**config.mk**
```make
export PLATFORM = sky130hd
export DESIGN_NAME = packet_header_field_extractor
export DESIGN_NICKNAME = d
export VERILOG_FILES = /design/src/phfe_pkg.sv /design/src/packet_header_field_extractor.sv
export SDC_FILE = /design/constraint.sdc
export NUM_CORES = 2
export LEC_CHECK = 0
export BUFFER_PORTS_ARGS = -buffer_cell sky130_fd_sc_hd__buf_2
export CORE_MARGIN = 1
export CORE_UTILIZATION = 45
export DETAILED_ROUTE_END_ITERATION = 7
export PLACE_DENSITY = 0.74
export RECOVER_POWER = 25
export SKIP_CTS_REPAIR_TIMING = 1
export SLEW_MARGIN = 20
export SYNTH_ARGS = -nofsm -noshare
export SYNTH_HDL_FRONTEND = slang
export SYNTH_SLANG_ARGS = --single-unit
```
**constraint.sdc**
```tcl
create_clock -name clk -period 25.8 [get_ports clk]
set_input_delay 1.29 -clock clk [delete_from_list [all_inputs] [get_ports clk]]
set_output_delay 1.29 -clock clk [all_outputs]
set_load 0.1 [all_outputs]
```
**src/phfe_pkg.sv**
```systemverilog
// ----------------------------------------------------------------------------
// phfe_pkg
// Shared constants and the summary_t type for the header field extractor.
// ----------------------------------------------------------------------------
package phfe_pkg;
  localparam logic [15:0] KIND_VLAN = 16'h8100;
  localparam logic [15:0] KIND_IPV4 = 16'h0800;
  localparam logic [15:0] KIND_IPV6 = 16'h86DD;
  localparam logic [15:0] KIND_ARP = 16'h0806;
  localparam logic [7:0] ARP_CODE = 8'd205;
  localparam logic [7:0] PROTO_ICMPV6 = 8'd58;
  localparam logic [7:0] PROTO_TCP = 8'd6;
  localparam logic [7:0] PROTO_UDP = 8'd17;
  localparam logic [7:0] PROTO_ICMP = 8'd1;
  localparam logic [31:0] FAMILY_V4 = 32'd2;
  localparam logic [31:0] FAMILY_V6 = 32'd24;
  localparam logic [4:0] ETH_LEN = 5'd14;
  localparam logic [4:0] VLAN_ETH_LEN = 5'd18;
  localparam logic [4:0] LOOP_LEN = 5'd4;
  localparam logic [6:0] IPV6_LEN = 7'd40;
  localparam logic [6:0] SMALL_HDR = 7'd8;

  typedef struct packed {
    logic [7:0]  protocol;
    logic        is_ipv6;
    logic [15:0] l4_src;
    logic [15:0] l4_dst;
    logic [7:0]  flag_bits;
    logic [15:0] body_len;
    logic [63:0] src_ip_hi;
    logic [63:0] src_ip_lo;
    logic [63:0] dst_ip_hi;
    logic [63:0] dst_ip_lo;
    logic [47:0] src_mac;
    logic [47:0] dst_mac;
  } summary_t;
endpackage

```
**src/packet_header_field_extractor.sv**
```systemverilog
// ----------------------------------------------------------------------------
// packet_header_field_extractor
// Parses link, network and transport headers of a byte stream into a summary.
// ----------------------------------------------------------------------------
// channel  | signals                           | direction
// in       | in_valid, in_stall, data_byte ... | into block
// out      | out_valid, out_stall, protocol... | out of block
// cfg      | cfg_we, cfg_data                  | into block
// One byte is accepted per cycle while in_stall is low; the summary of a frame
// is registered at the edge that accepts its last byte and offered from the
// next cycle. Synchronous reset clears all frame state and link_type. in_stall
// is high only while a summary waits and out_stall holds it.
module packet_header_field_extractor
  import phfe_pkg::*;
#(
  parameter int PAYLOAD_CAP = 2048
) (
  input  logic        clk,
  input  logic        rst,
  input  logic        cfg_we,
  input  logic        cfg_data,
  input  logic        in_valid,
  output logic        in_stall,
  input  logic [7:0]  data_byte,
  input  logic        last_byte,
  output logic        out_valid,
  input  logic        out_stall,
  output logic [7:0]  protocol,
  output logic        is_ipv6,
  output logic [15:0] l4_src,
  output logic [15:0] l4_dst,
  output logic [7:0]  flag_bits,
  output logic [15:0] body_len,
  output logic [63:0] src_ip_hi,
  output logic [63:0] src_ip_lo,
  output logic [63:0] dst_ip_hi,
  output logic [63:0] dst_ip_lo,
  output logic [47:0] src_mac,
  output logic [47:0] dst_mac
);
  localparam logic [16:0] CAP = 17'(PAYLOAD_CAP);

  logic link_type;
  logic [15:0] byte_position;
  logic [4:0] network_start;
  logic [15:0] ether_kind;
  logic [6:0] transport_start;
  logic [31:0] family_word;
  logic [63:0] cf [8];
  logic ts_valid;
  logic [7:0] proto_num;
  logic [15:0] arp_oper;
  summary_t res;

  logic acc;
  assign in_stall = out_valid && out_stall;
  assign acc = in_valid && !in_stall;

  // next-state values
  logic [4:0] ns_n;
  logic [15:0] ek_n;
  logic [6:0] ts_n;
  logic [31:0] fw_n;
  logic [63:0] cf_n [8];
  logic tsv_n;
  logic [7:0] pn_n;
  logic [15:0] ao_n;
  logic [15:0] rel;
  logic [15:0] trel;
  logic [2:0] sh;
  logic [7:0] tb [14];
  logic [6:0] thl;
  logic has_hdr;
  logic [16:0] caplen, endp, plen;
  summary_t sum;

  always_comb begin
    ns_n = network_start;
    ek_n = ether_kind;
    ts_n = transport_start;
    fw_n = family_word;
    for (int i = 0; i < 8; i++) cf_n[i] = cf[i];
    tsv_n = ts_valid;
    pn_n = proto_num;
    ao_n = arp_oper;
    sh = 3'd0;
    if (byte_position == 16'd0) ns_n = link_type ? LOOP_LEN : ETH_LEN;
    if (!link_type) begin
      if (byte_position < 16'd6) begin
        sh = 3'(5 - byte_position[2:0]);
        cf_n[5][sh*8 +: 8] = data_byte;
      end else if (byte_position < 16'd12) begin
        sh = 3'(11 - byte_position[3:0]);
        cf_n[4][sh*8 +: 8] = data_byte;
      end
      if (byte_position >= 16'd12 && byte_position <= 16'd17)
        fw_n = {family_word[23:0], data_byte};
      if (byte_position == 16'd13) begin
        ek_n = fw_n[15:0];
        if (ek_n == KIND_ARP) begin
          cf_n[4] = '0;
          cf_n[5] = '0;
        end
        if (ek_n == KIND_VLAN) ns_n = VLAN_ETH_LEN;
      end else if (byte_position == 16'd17 && ns_n == VLAN_ETH_LEN) begin
        ek_n = fw_n[15:0];
        if (ek_n == KIND_ARP) begin
          cf_n[4] = '0;
          cf_n[5] = '0;
        end
      end
    end else if (byte_position < 16'd4) begin
      fw_n[byte_position[1:0]*8 +: 8] = data_byte;
      if (byte_position == 16'd3) begin
        if (fw_n == FAMILY_V4) ek_n = KIND_IPV4;
        else if (fw_n == FAMILY_V6) ek_n = KIND_IPV6;
        else ek_n = '0;
      end
    end
    rel = byte_position - 16'(ns_n);
    if (byte_position >= 16'(ns_n)) begin
      if (ek_n == KIND_IPV4) begin
        if (rel == 16'd0) begin
          ts_n = 7'(ns_n) + {1'b0, data_byte[3:0], 2'b00};
          tsv_n = 1'b1;
        end else if (rel == 16'd9) pn_n = data_byte;
        else if (rel >= 16'd12 && rel < 16'd16)
          cf_n[0][(7 - rel[1:0])*8 +: 8] = data_byte;
        else if (rel >= 16'd16 && rel < 16'd20)
          cf_n[2][(7 - rel[1:0])*8 +: 8] = data_byte;
      end else if (ek_n == KIND_IPV6) begin
        if (rel == 16'd0) begin
          ts_n = 7'(ns_n) + IPV6_LEN;
          tsv_n = 1'b1;
        end else if (rel == 16'd6) pn_n = data_byte;
        else if (rel >= 16'd8 && rel < 16'd24)
          cf_n[{2'b00, rel[4]}][(7 - rel[2:0])*8 +: 8] = data_byte;
        else if (rel >= 16'd24 && rel < 16'd40)
          cf_n[{2'b01, ~rel[4]}][(7 - rel[2:0])*8 +: 8] = data_byte;
      end else if (ek_n == KIND_ARP) begin
        if (rel == 16'd6) ao_n[15:8] = data_byte;
        else if (rel == 16'd7) ao_n[7:0] = data_byte;
        else if (rel >= 16'd8 && rel < 16'd14)
          cf_n[4][3'(13 - rel[3:0])*8 +: 8] = data_byte;
        else if (rel >= 16'd14 && rel < 16'd18)
          cf_n[0][(7 - 3'(rel[3:0] - 4'd14))*8 +: 8] = data_byte;
        else if (rel >= 16'd18 && rel < 16'd24)
          cf_n[5][3'(23 - rel[4:0])*8 +: 8] = data_byte;
        else if (rel >= 16'd24 && rel < 16'd28)
          cf_n[2][(7 - rel[1:0])*8 +: 8] = data_byte;
      end
    end
    trel = byte_position - 16'(ts_n);
    if (tsv_n && byte_position >= 16'(ts_n) && trel < 16'd14)
      cf_n[{2'b11, trel[3]}][(7 - trel[2:0])*8 +: 8] = data_byte;

    // summary for a last byte
    for (int k = 0; k < 14; k++)
      tb[k] = cf_n[6 + k/8][(7 - k%8)*8 +: 8];
    caplen = 17'(byte_position) + 17'd1;
    sum = '0;
    thl = '0;
    has_hdr = 1'b0;
    plen = '0;
    endp = '0;
    if (ek_n == KIND_IPV4 || ek_n == KIND_IPV6) begin
      sum.protocol = pn_n;
      sum.is_ipv6 = (ek_n == KIND_IPV6);
      if ((sum.is_ipv6 && pn_n == PROTO_ICMPV6) || pn_n == PROTO_ICMP) begin
        sum.l4_src = {8'd0, tb[0]};
        sum.l4_dst = {8'd0, tb[1]};
        thl = SMALL_HDR;
        has_hdr = 1'b1;
      end else if (pn_n == PROTO_TCP || pn_n == PROTO_UDP) begin
        sum.l4_src = {tb[0], tb[1]};
        sum.l4_dst = {tb[2], tb[3]};
        if (pn_n == PROTO_TCP) begin
          sum.flag_bits = tb[13];
          thl = {1'b0, tb[12][7:4], 2'b00};
        end else thl = SMALL_HDR;
        has_hdr = 1'b1;
      end
      if (has_hdr && tsv_n) begin
        endp = 17'(ts_n) + 17'(thl);
        if (caplen > endp) plen = caplen - endp;
        if (plen > CAP) plen = CAP;
      end
      sum.body_len = plen[15:0];
    end else if (ek_n == KIND_ARP) begin
      sum.protocol = ARP_CODE;
      sum.l4_src = ao_n;
    end
    if (ek_n == KIND_IPV4 || ek_n == KIND_IPV6 || ek_n == KIND_ARP) begin
      sum.src_ip_hi = cf_n[0];
      sum.src_ip_lo = cf_n[1];
      sum.dst_ip_hi = cf_n[2];
      sum.dst_ip_lo = cf_n[3];
    end
    sum.src_mac = cf_n[4][47:0];
    sum.dst_mac = cf_n[5][47:0];
  end

  always_ff @(posedge clk) begin
    if (rst) begin
      link_type <= 1'b0;
      byte_position <= '0;
      network_start <= '0;
      ether_kind <= '0;
      transport_start <= '0;
      family_word <= '0;
      for (int i = 0; i < 8; i++) cf[i] <= '0;
      ts_valid <= 1'b0;
      proto_num <= '0;
      arp_oper <= '0;
      out_valid <= 1'b0;
    end else begin
      if (cfg_we) link_type <= cfg_data;
      if (acc && last_byte) out_valid <= 1'b1;
      else if (!out_stall) out_valid <= 1'b0;
      if (acc) begin
        if (last_byte) begin
          byte_position <= '0;
          network_start <= '0;
          ether_kind <= '0;
          transport_start <= '0;
          family_word <= '0;
          for (int i = 0; i < 8; i++) cf[i] <= '0;
          ts_valid <= 1'b0;
          proto_num <= '0;
          arp_oper <= '0;
        end else begin
          if (byte_position != 16'hFFFF) byte_position <= byte_position + 16'd1;
          network_start <= ns_n;
          ether_kind <= ek_n;
          transport_start <= ts_n;
          family_word <= fw_n;
          for (int i = 0; i < 8; i++) cf[i] <= cf_n[i];
          ts_valid <= tsv_n;
          proto_num <= pn_n;
          arp_oper <= ao_n;
        end
      end
    end
  end

  always_ff @(posedge clk) begin
    if (acc && last_byte) res <= sum;
  end

  assign protocol = res.protocol;
  assign is_ipv6 = res.is_ipv6;
  assign l4_src = res.l4_src;
  assign l4_dst = res.l4_dst;
  assign flag_bits = res.flag_bits;
  assign body_len = res.body_len;
  assign src_ip_hi = res.src_ip_hi;
  assign src_ip_lo = res.src_ip_lo;
  assign dst_ip_hi = res.dst_ip_hi;
  assign dst_ip_lo = res.dst_ip_lo;
  assign src_mac = res.src_mac;
  assign dst_mac = res.dst_mac;

`ifndef NO_ASSERTIONS
  a_last_sets_valid: assert property (@(posedge clk) disable iff (rst)
    acc && last_byte |=> out_valid) else $error("summary missing");
  a_stall_only_when_held: assert property (@(posedge clk)
    in_stall |-> out_valid) else $error("stall without summary");
  a_pos_clears: assert property (@(posedge clk) disable iff (rst)
    acc && last_byte |=> byte_position == 16'd0) else $error("position kept");
  a_cap: assert property (@(posedge clk) disable iff (rst)
    out_valid |-> 17'(body_len) <= CAP) else $error("payload above cap");
`endif
endmodule

```
# Word-level counts from Yosys, hierarchy flattened
# Memories as Yosys holds them, arrays and structs flattened.
# Cells that the tools add are included.
# totals
register_bits	520
mem_bits_rw	512
inputBits	15
output_inout_bits	419
word_cells	340
memories	1
# memory_table
name	words	width	read_ports	rd_ports_with_merged_regs	wr	line	text
cf	8	64	8	0	8	packet_header_field_extractor.sv:49	logic [63:0] cf [8];
# classes
add_sub_neg	26
n_lt_le_gt_ge	29
eq_ne	21
shift	18
mux	160
bitwise	24
n_reduce_logical	36
# ops
cell	n
64-bit two-way mux	52
512-bit two-way mux	6
512-bit bitwise mux	3
128-bit two-way mux	9
64-bit demux with 3-bit select	3
8-bit by 34-bit variable shift with 64-bit output, first input constant	8
8-bit by 34-bit variable part select with 64-bit output	8
64-bit bitwise mux	7
320-bit two-way mux	1
16-bit two-way mux	17
32-bit two-way mux	6
32-bit negator with 34-bit output	4
6-bit negator with 34-bit output	4
8-bit two-way mux	14
16-bit by 5-bit < comparator with 1-bit output, second input constant	5
16-bit by 4-bit greater-or-equal comparator with 1-bit output, second input constant	4
7-bit two-way mux	9
17-bit two-way mux	3
16-bit by 12-bit equality test with 1-bit output, second input constant	3
16-bit by 5-bit greater-or-equal comparator with 1-bit output, second input constant	3
16-bit by 4-bit < comparator with 1-bit output, second input constant	3
40-bit two-way mux	1
5-bit negator with 34-bit output	1
8-bit by 34-bit variable shift with 32-bit output, first input constant	1
other kinds (59)	139

# Depth between registers and ports, before layout
# logic_depth
ltp_word	36
ltp_mapped	58
mapped_depth_nobuf	55

# Worst setup path after synthesis
# Ideal clock, no wire load.
# synth_path
path_kind	register -> register
from	register byte_position[0]
to	register res (netlist bit body_len[9]), data pin
setup_time_ps	132
arrival_time_ps	12581
slack_ps	13086
path_stages_with_launch	53
cell_sequence	dfxtp_1 -> clkbuf_1 -> inv_1 -> ha_1 -> nor2_1 -> o21ai_2 -> nand2_1 -> clkbuf_1 -> mux2i_1 -> o21ai_0 -> nor4_1 -> nand2_1 -> nand2_1 -> inv_1 -> fa_1 -> a211oi_1 -> nor2_1 -> a211o_1 -> [17 not listed] -> and2_1 -> nand3_1 -> mux2i_1 -> nor2_1 -> ha_1 -> inv_1 -> fa_1 -> ha_1 -> a21boi_0 -> o21a_1 -> o21ai_0 -> a21oi_1 -> or4_1 -> a221oi_1 -> o21ai_0 -> a2111oi_0 -> o211ai_1 -> and3b_1
# synth_between
elab_chain_cells	36
word_cells_on_any_way	131
cone_classes	add/sub (12); order compare (18); eq/ne (15); shift (6); mux (57); bitwise (6); reduce/logical (17)
# synth_lines
item	line	text
start: declaration	packet_header_field_extractor.sv:44	logic [15:0] byte_position;
start signal: assignment	packet_header_field_extractor.sv:232	if (byte_position != 16'hFFFF) byte_position <= byte_position + 16'd1;
branches (longest 36 deep; another with 16-bit by 4-bit greater-or-equal comparator with 1-bit output)	n/a	
end signal: assignment	packet_header_field_extractor.sv:247	if (acc && last_byte) res <= sum;
end: declaration	packet_header_field_extractor.sv:53	summary_t res;
# Parallel ways; which one is timed is not known. The select of a mux whose other input is x is not followed.
# A chain may end at the register's enable or synchronous reset.

# Worst setup path after layout
# layout_path
from	register byte_position[0]
to	register res (netlist bit body_len[3]), data pin
# The elaborated chain is that of the path after synthesis.

==> metrics list <==
- The flow ran to the end, but the final reports show violations.
- The final reports fail on max-capacitance violations, max-slew violations.
* Synth cell types: 93
- The congestion estimate from routability-driven global placement came to 1.02.
- Average size of a mapped cell: 10.1 um2
- Following the worst setup path forward leads to its endpoint at body_len[3].
* Die X: 331 um
- Counting cells, the worst reg-to-reg path comes to 51.
* Class of the most critical hold timing path: flop to flop
* Critical path endpoint category: flop
* Total via count after detailed routing: 41,974
- Number of I/O pins: 434
- Detailed-route DRC error count: 0
- Register clock-pin slew on the reported worst setup and hold paths: 0.07 ns
- Synth Flop Type: sky130_fd_sc_hd__edfxtp_1
- For this run, the total global-route usage over all layers was measured as 33.1%.
* Category of the worst setup path launch point: flop
- In the final timing run, aggregate negative setup slack is 0 ns.
- Placeable Area: 0.107 mm2
- Max-cap violations: 6
* Crit path max fanout: 22
- In this run, the number of DRC markers left after iteration 0 of detailed routing was 5,889.
- Once detail routing completed, the nets flagged for antenna violations numbered 0.
- Sequential fraction of design power: 44.4%
- Input and output buffers added on the ports amount to 433.
* Filler cell count in the final layout: 9,790
- Yosys mapped a number of flops with a built-in enable equal to 749.
* Number of optimization iterations in the first detailed-route pass: 8
- Global-route wire length before repair: 265 mm
- Crit path time final: 16.64 ns
- Pin count of the biggest net entering global routing: 118
* Register bit total from synthesis: 916
- Initial antenna violation count: 8
- DIE AREA: 0.109 mm2
* Crit path required time: 26.33 ns
- Number of global-route vias before repair: 38,730
- By startpoint and endpoint, the worst setup path is classified as flop to flop.
* Peak VDD IR: 54.5 uV
- Worst Skew: 0.0381 ns
- Share of final-layout standard cells stronger than drive strength 1: 9.38%
* Insertion delay to the later sink of the worst-skew pair: 0.73 ns
- Counting the buffers created by CTS gives 99.
- Worst path arrival time: 17.16 ns
* Endpoints failing hold: 0
- In the final design database the tool counted 5,185 nets.
- Critical R2R Launch: byte_position[0]
- The worst pin sits at a relative slew slack of -218%.
- PwrDens: 69.4 mW/mm2
- In the routed layout, each cell is associated on average with a via count of 6.36.
* R2r setup slk: 9.16 ns
* Total overflow reported by the global router: 0
- Worst Tran Pin Value: 4.77 ns
- The max-slew violation count came to 384.
- In this run, the clock network consumes 38.8% of the power.
* Slowest stage cell on the critical path: sky130_fd_sc_hd__a2111oi_0
- Reported leakage power: 0.0193 uW
- The H-tree was split into 3 levels.
- The clock passes through at most 3 buffers.
- Setup violations remaining at the end of the flow were counted as 0.
- Maximum clock frequency: 60.1 MHz
- After layout, the design draws a total of 3820 uW.
* HPWL reported at the end of detailed placement: 129 mm
* Warning count from the yosys run: 0
- Compared with the post-synthesis result, the final layout area differs by 13.1%.
- The largest single stage delay on the critical path is 0.82 ns.
- Sink count of the clock tree: 916
- Tracing the worst setup path back leads to its startpoint at byte_position[0].
- Comb pwr share: 16.8%
* Internal Power: 2600 uW
- Setup repair after global routing missed its margin: no
- TritonCTS built the clock tree.
- Cell Area, Synth: 0.0486 mm2
- Proportion of synthesized chip area in sequential cells: 53.1%
- Routed wire length per instance: 28.4 um
- For this block, the routed nets add up to 187 mm of wire.
- Root buffer cell: sky130_fd_sc_hd__clkbuf_16
- In the synthesized netlist the async set-or-reset flop fraction comes to 0%.
- Final period util: 64.5%
- In this run the vertical extent of the chip is 331 um.
- Endpoint of the most critical register-to-register path: body_len[3]
- Initial standard-cell utilization of the core: 45.4%
* Number of core rows: 120
- Net switching power: 1220 uW
* Switching portion of total power: 31.9%
- Synthesis produced 4,825 cells.
==> power by group through the flow <==
stage	sequential [uW]	combinational, uW	clock (uW)
floorplan	1940	232	0
global placement	1720	622	0
CTS	1690	628	1490
finish	1700	640	1480
global route	1700	655	1550
detailed placement	1720	625	0
==> flip-flops by register name (all words and copies together) (netlist names), 7 cells and up <==
| signal | flops |
|---|---|
| family_word | 32 |
| cf | 396 |
| dst_ip_lo | 64 |
| l4_dst | 16 |
| protocol | 8 |
| src_ip_hi | 64 |
| l4_src | 16 |
| dst_mac | 48 |
| arp_oper | 16 |
| proto_num | 8 |
| src_ip_lo | 64 |
| body_len | 16 |
| src_mac | 48 |
| byte_position | 16 |
| dst_ip_hi | 64 |
| transport_start | 7 |
| flag_bits | 8 |
| ether_kind | 16 |
==> critical path: cells and delay by family (launching register included) <==
family / cells / cell delay [ns]
compound gates: 19 / 6.38
simple gates: 16 / 5.56
fa+ha+maj: 8 / 2.36
mux: 2 / 0.75
flops: 1 / 0.73
buf+inv: 5 / 0.55
xor+xnor: 1 / 0.09
==> per-layer routing <==
metal / global-route usage (%) / wire [um] / vias to the layer above
met3: 8.64 / 20300 / 625
met1: 41.3 / 70000 / 20357
li1: - / - / 18310
met2: 51.2 / 84000 / 2676
met4: 20.3 / 12900 / 6
met5: 0.522 / 99 / -
==> metrics by stage <==
step | area, um2 | util (%) | instances | setup WS [ns] | hold slack (ns)
final | 55000 | 51.4 | 6598 | 9.16 | 0.451
after global routing | 55000 | 51.4 | 6595 | 7.97 | 0.478
after CTS | 55400 | 51.8 | 6594 | 9.61 | 0.452
after detailed placement | 52100 | 48.6 | 6409 | 9.70 | 0.437
after global placement | 52100 | 48.6 | 6409 | 9.95 | 0.428
after floorplan | 48600 | - | 4828 | 13.09 | 0.415
==> worst min-delay path by stage <==
stage          slack [ns]        to  depth (start not counted)  startpoint
2_1_floorplan        0.42  cf[0][4]                          2    cf[0][4]
3_3_place_gp         0.43  cf[0][4]                          2    cf[0][4]
3_5_place_dp         0.44  cf[0][3]                          2    cf[0][3]
4_1_cts              0.45  cf[0][3]                          2    cf[0][3]
5_1_grt              0.48  cf[0][3]                          2    cf[0][3]
6_report             0.45  cf[0][3]                          2    cf[0][3]
==> area by class of cell <==
class	instances	area, um2	share of cell area [%]
sequential	916	25800	47.0
inverter	63	240	0.437
timing repair buffer	526	2440	4.43
tap	1403	1760	3.19
clock inverter	72	772	1.40
clock buffer	113	2580	4.69
antenna	3	7.51	0.0136
multi-input combinational	3502	21400	38.9
==> synthesized netlist by cell type (26+ instances only) <==
master	n	area share (%)
sky130_fd_sc_hd__a211oi_1	42	0.65
sky130_fd_sc_hd__a21o_1	27	0.42
sky130_fd_sc_hd__a21oi_1	317	3.3
sky130_fd_sc_hd__a22o_1	61	1.1
sky130_fd_sc_hd__a22oi_1	32	0.49
sky130_fd_sc_hd__a31oi_1	49	0.63
sky130_fd_sc_hd__and2_1	167	2.1
sky130_fd_sc_hd__and3_1	46	0.59
sky130_fd_sc_hd__buf_1	31	0.24
sky130_fd_sc_hd__clkbuf_1	302	2.3
sky130_fd_sc_hd__dfxtp_1	167	6.9
sky130_fd_sc_hd__edfxtp_1	749	46
sky130_fd_sc_hd__ha_1	57	1.5
sky130_fd_sc_hd__inv_1	61	0.47
sky130_fd_sc_hd__mux2_2	53	1.2
sky130_fd_sc_hd__mux2i_1	332	6.8
sky130_fd_sc_hd__nand2_1	350	2.7
sky130_fd_sc_hd__nand2b_1	33	0.42
sky130_fd_sc_hd__nand3_1	100	1.0
sky130_fd_sc_hd__nor2_1	805	6.2
sky130_fd_sc_hd__nor2b_1	58	0.75
sky130_fd_sc_hd__nor3_1	127	1.3
sky130_fd_sc_hd__nor4_1	37	0.48
sky130_fd_sc_hd__o21a_1	34	0.52
sky130_fd_sc_hd__o21ai_0	224	2.3
sky130_fd_sc_hd__o22ai_1	83	1.1
sky130_fd_sc_hd__o2bb2ai_1	26	0.47
sky130_fd_sc_hd__o31ai_1	55	0.85
sky130_fd_sc_hd__or3_1	52	0.67
==> layout by cell type (no fill, tap or decap), drive strengths merged, types with 27 or more instances in the layout <==
cell type  netlist  final
dfxtp          167    167
nand2          352    352
mux2            53     53
o21a            34     34
nand2b          33     33
a22oi           32     32
buf             45    188
a31oi           49     49
edfxtp         749    749
a211oi          42     42
nor2           821    821
o22ai           83     83
ha              57     57
or3             52     52
a21oi          317    317
and3            46     46
inv             62     67
nor3           129    129
o21ai          239    239
clkinv           1     38
and2           169    169
nor2b           58     58
mux2i          332    332
a21o            27     27
o31ai           55     55
a22o            61     61
clkbuf         302    451
nand3          101    101
nor4            41     41
==> kinds of logic after synthesis <==
| family | count (synthesis) | share of synthesized area, % |
|---|---|---|
| simple gates | 1900 | 18.6 |
| compound gates | 1120 | 14.7 |
| flops | 916 | 53.1 |
| buf+inv | 410 | 3.23 |
| mux | 385 | 8.06 |
| fa+ha+maj | 62 | 1.67 |
| xor+xnor | 31 | 0.558 |
| other cells | 1 | 0.00771 |
No activity file was read; power rests on OpenSTA's default activity.
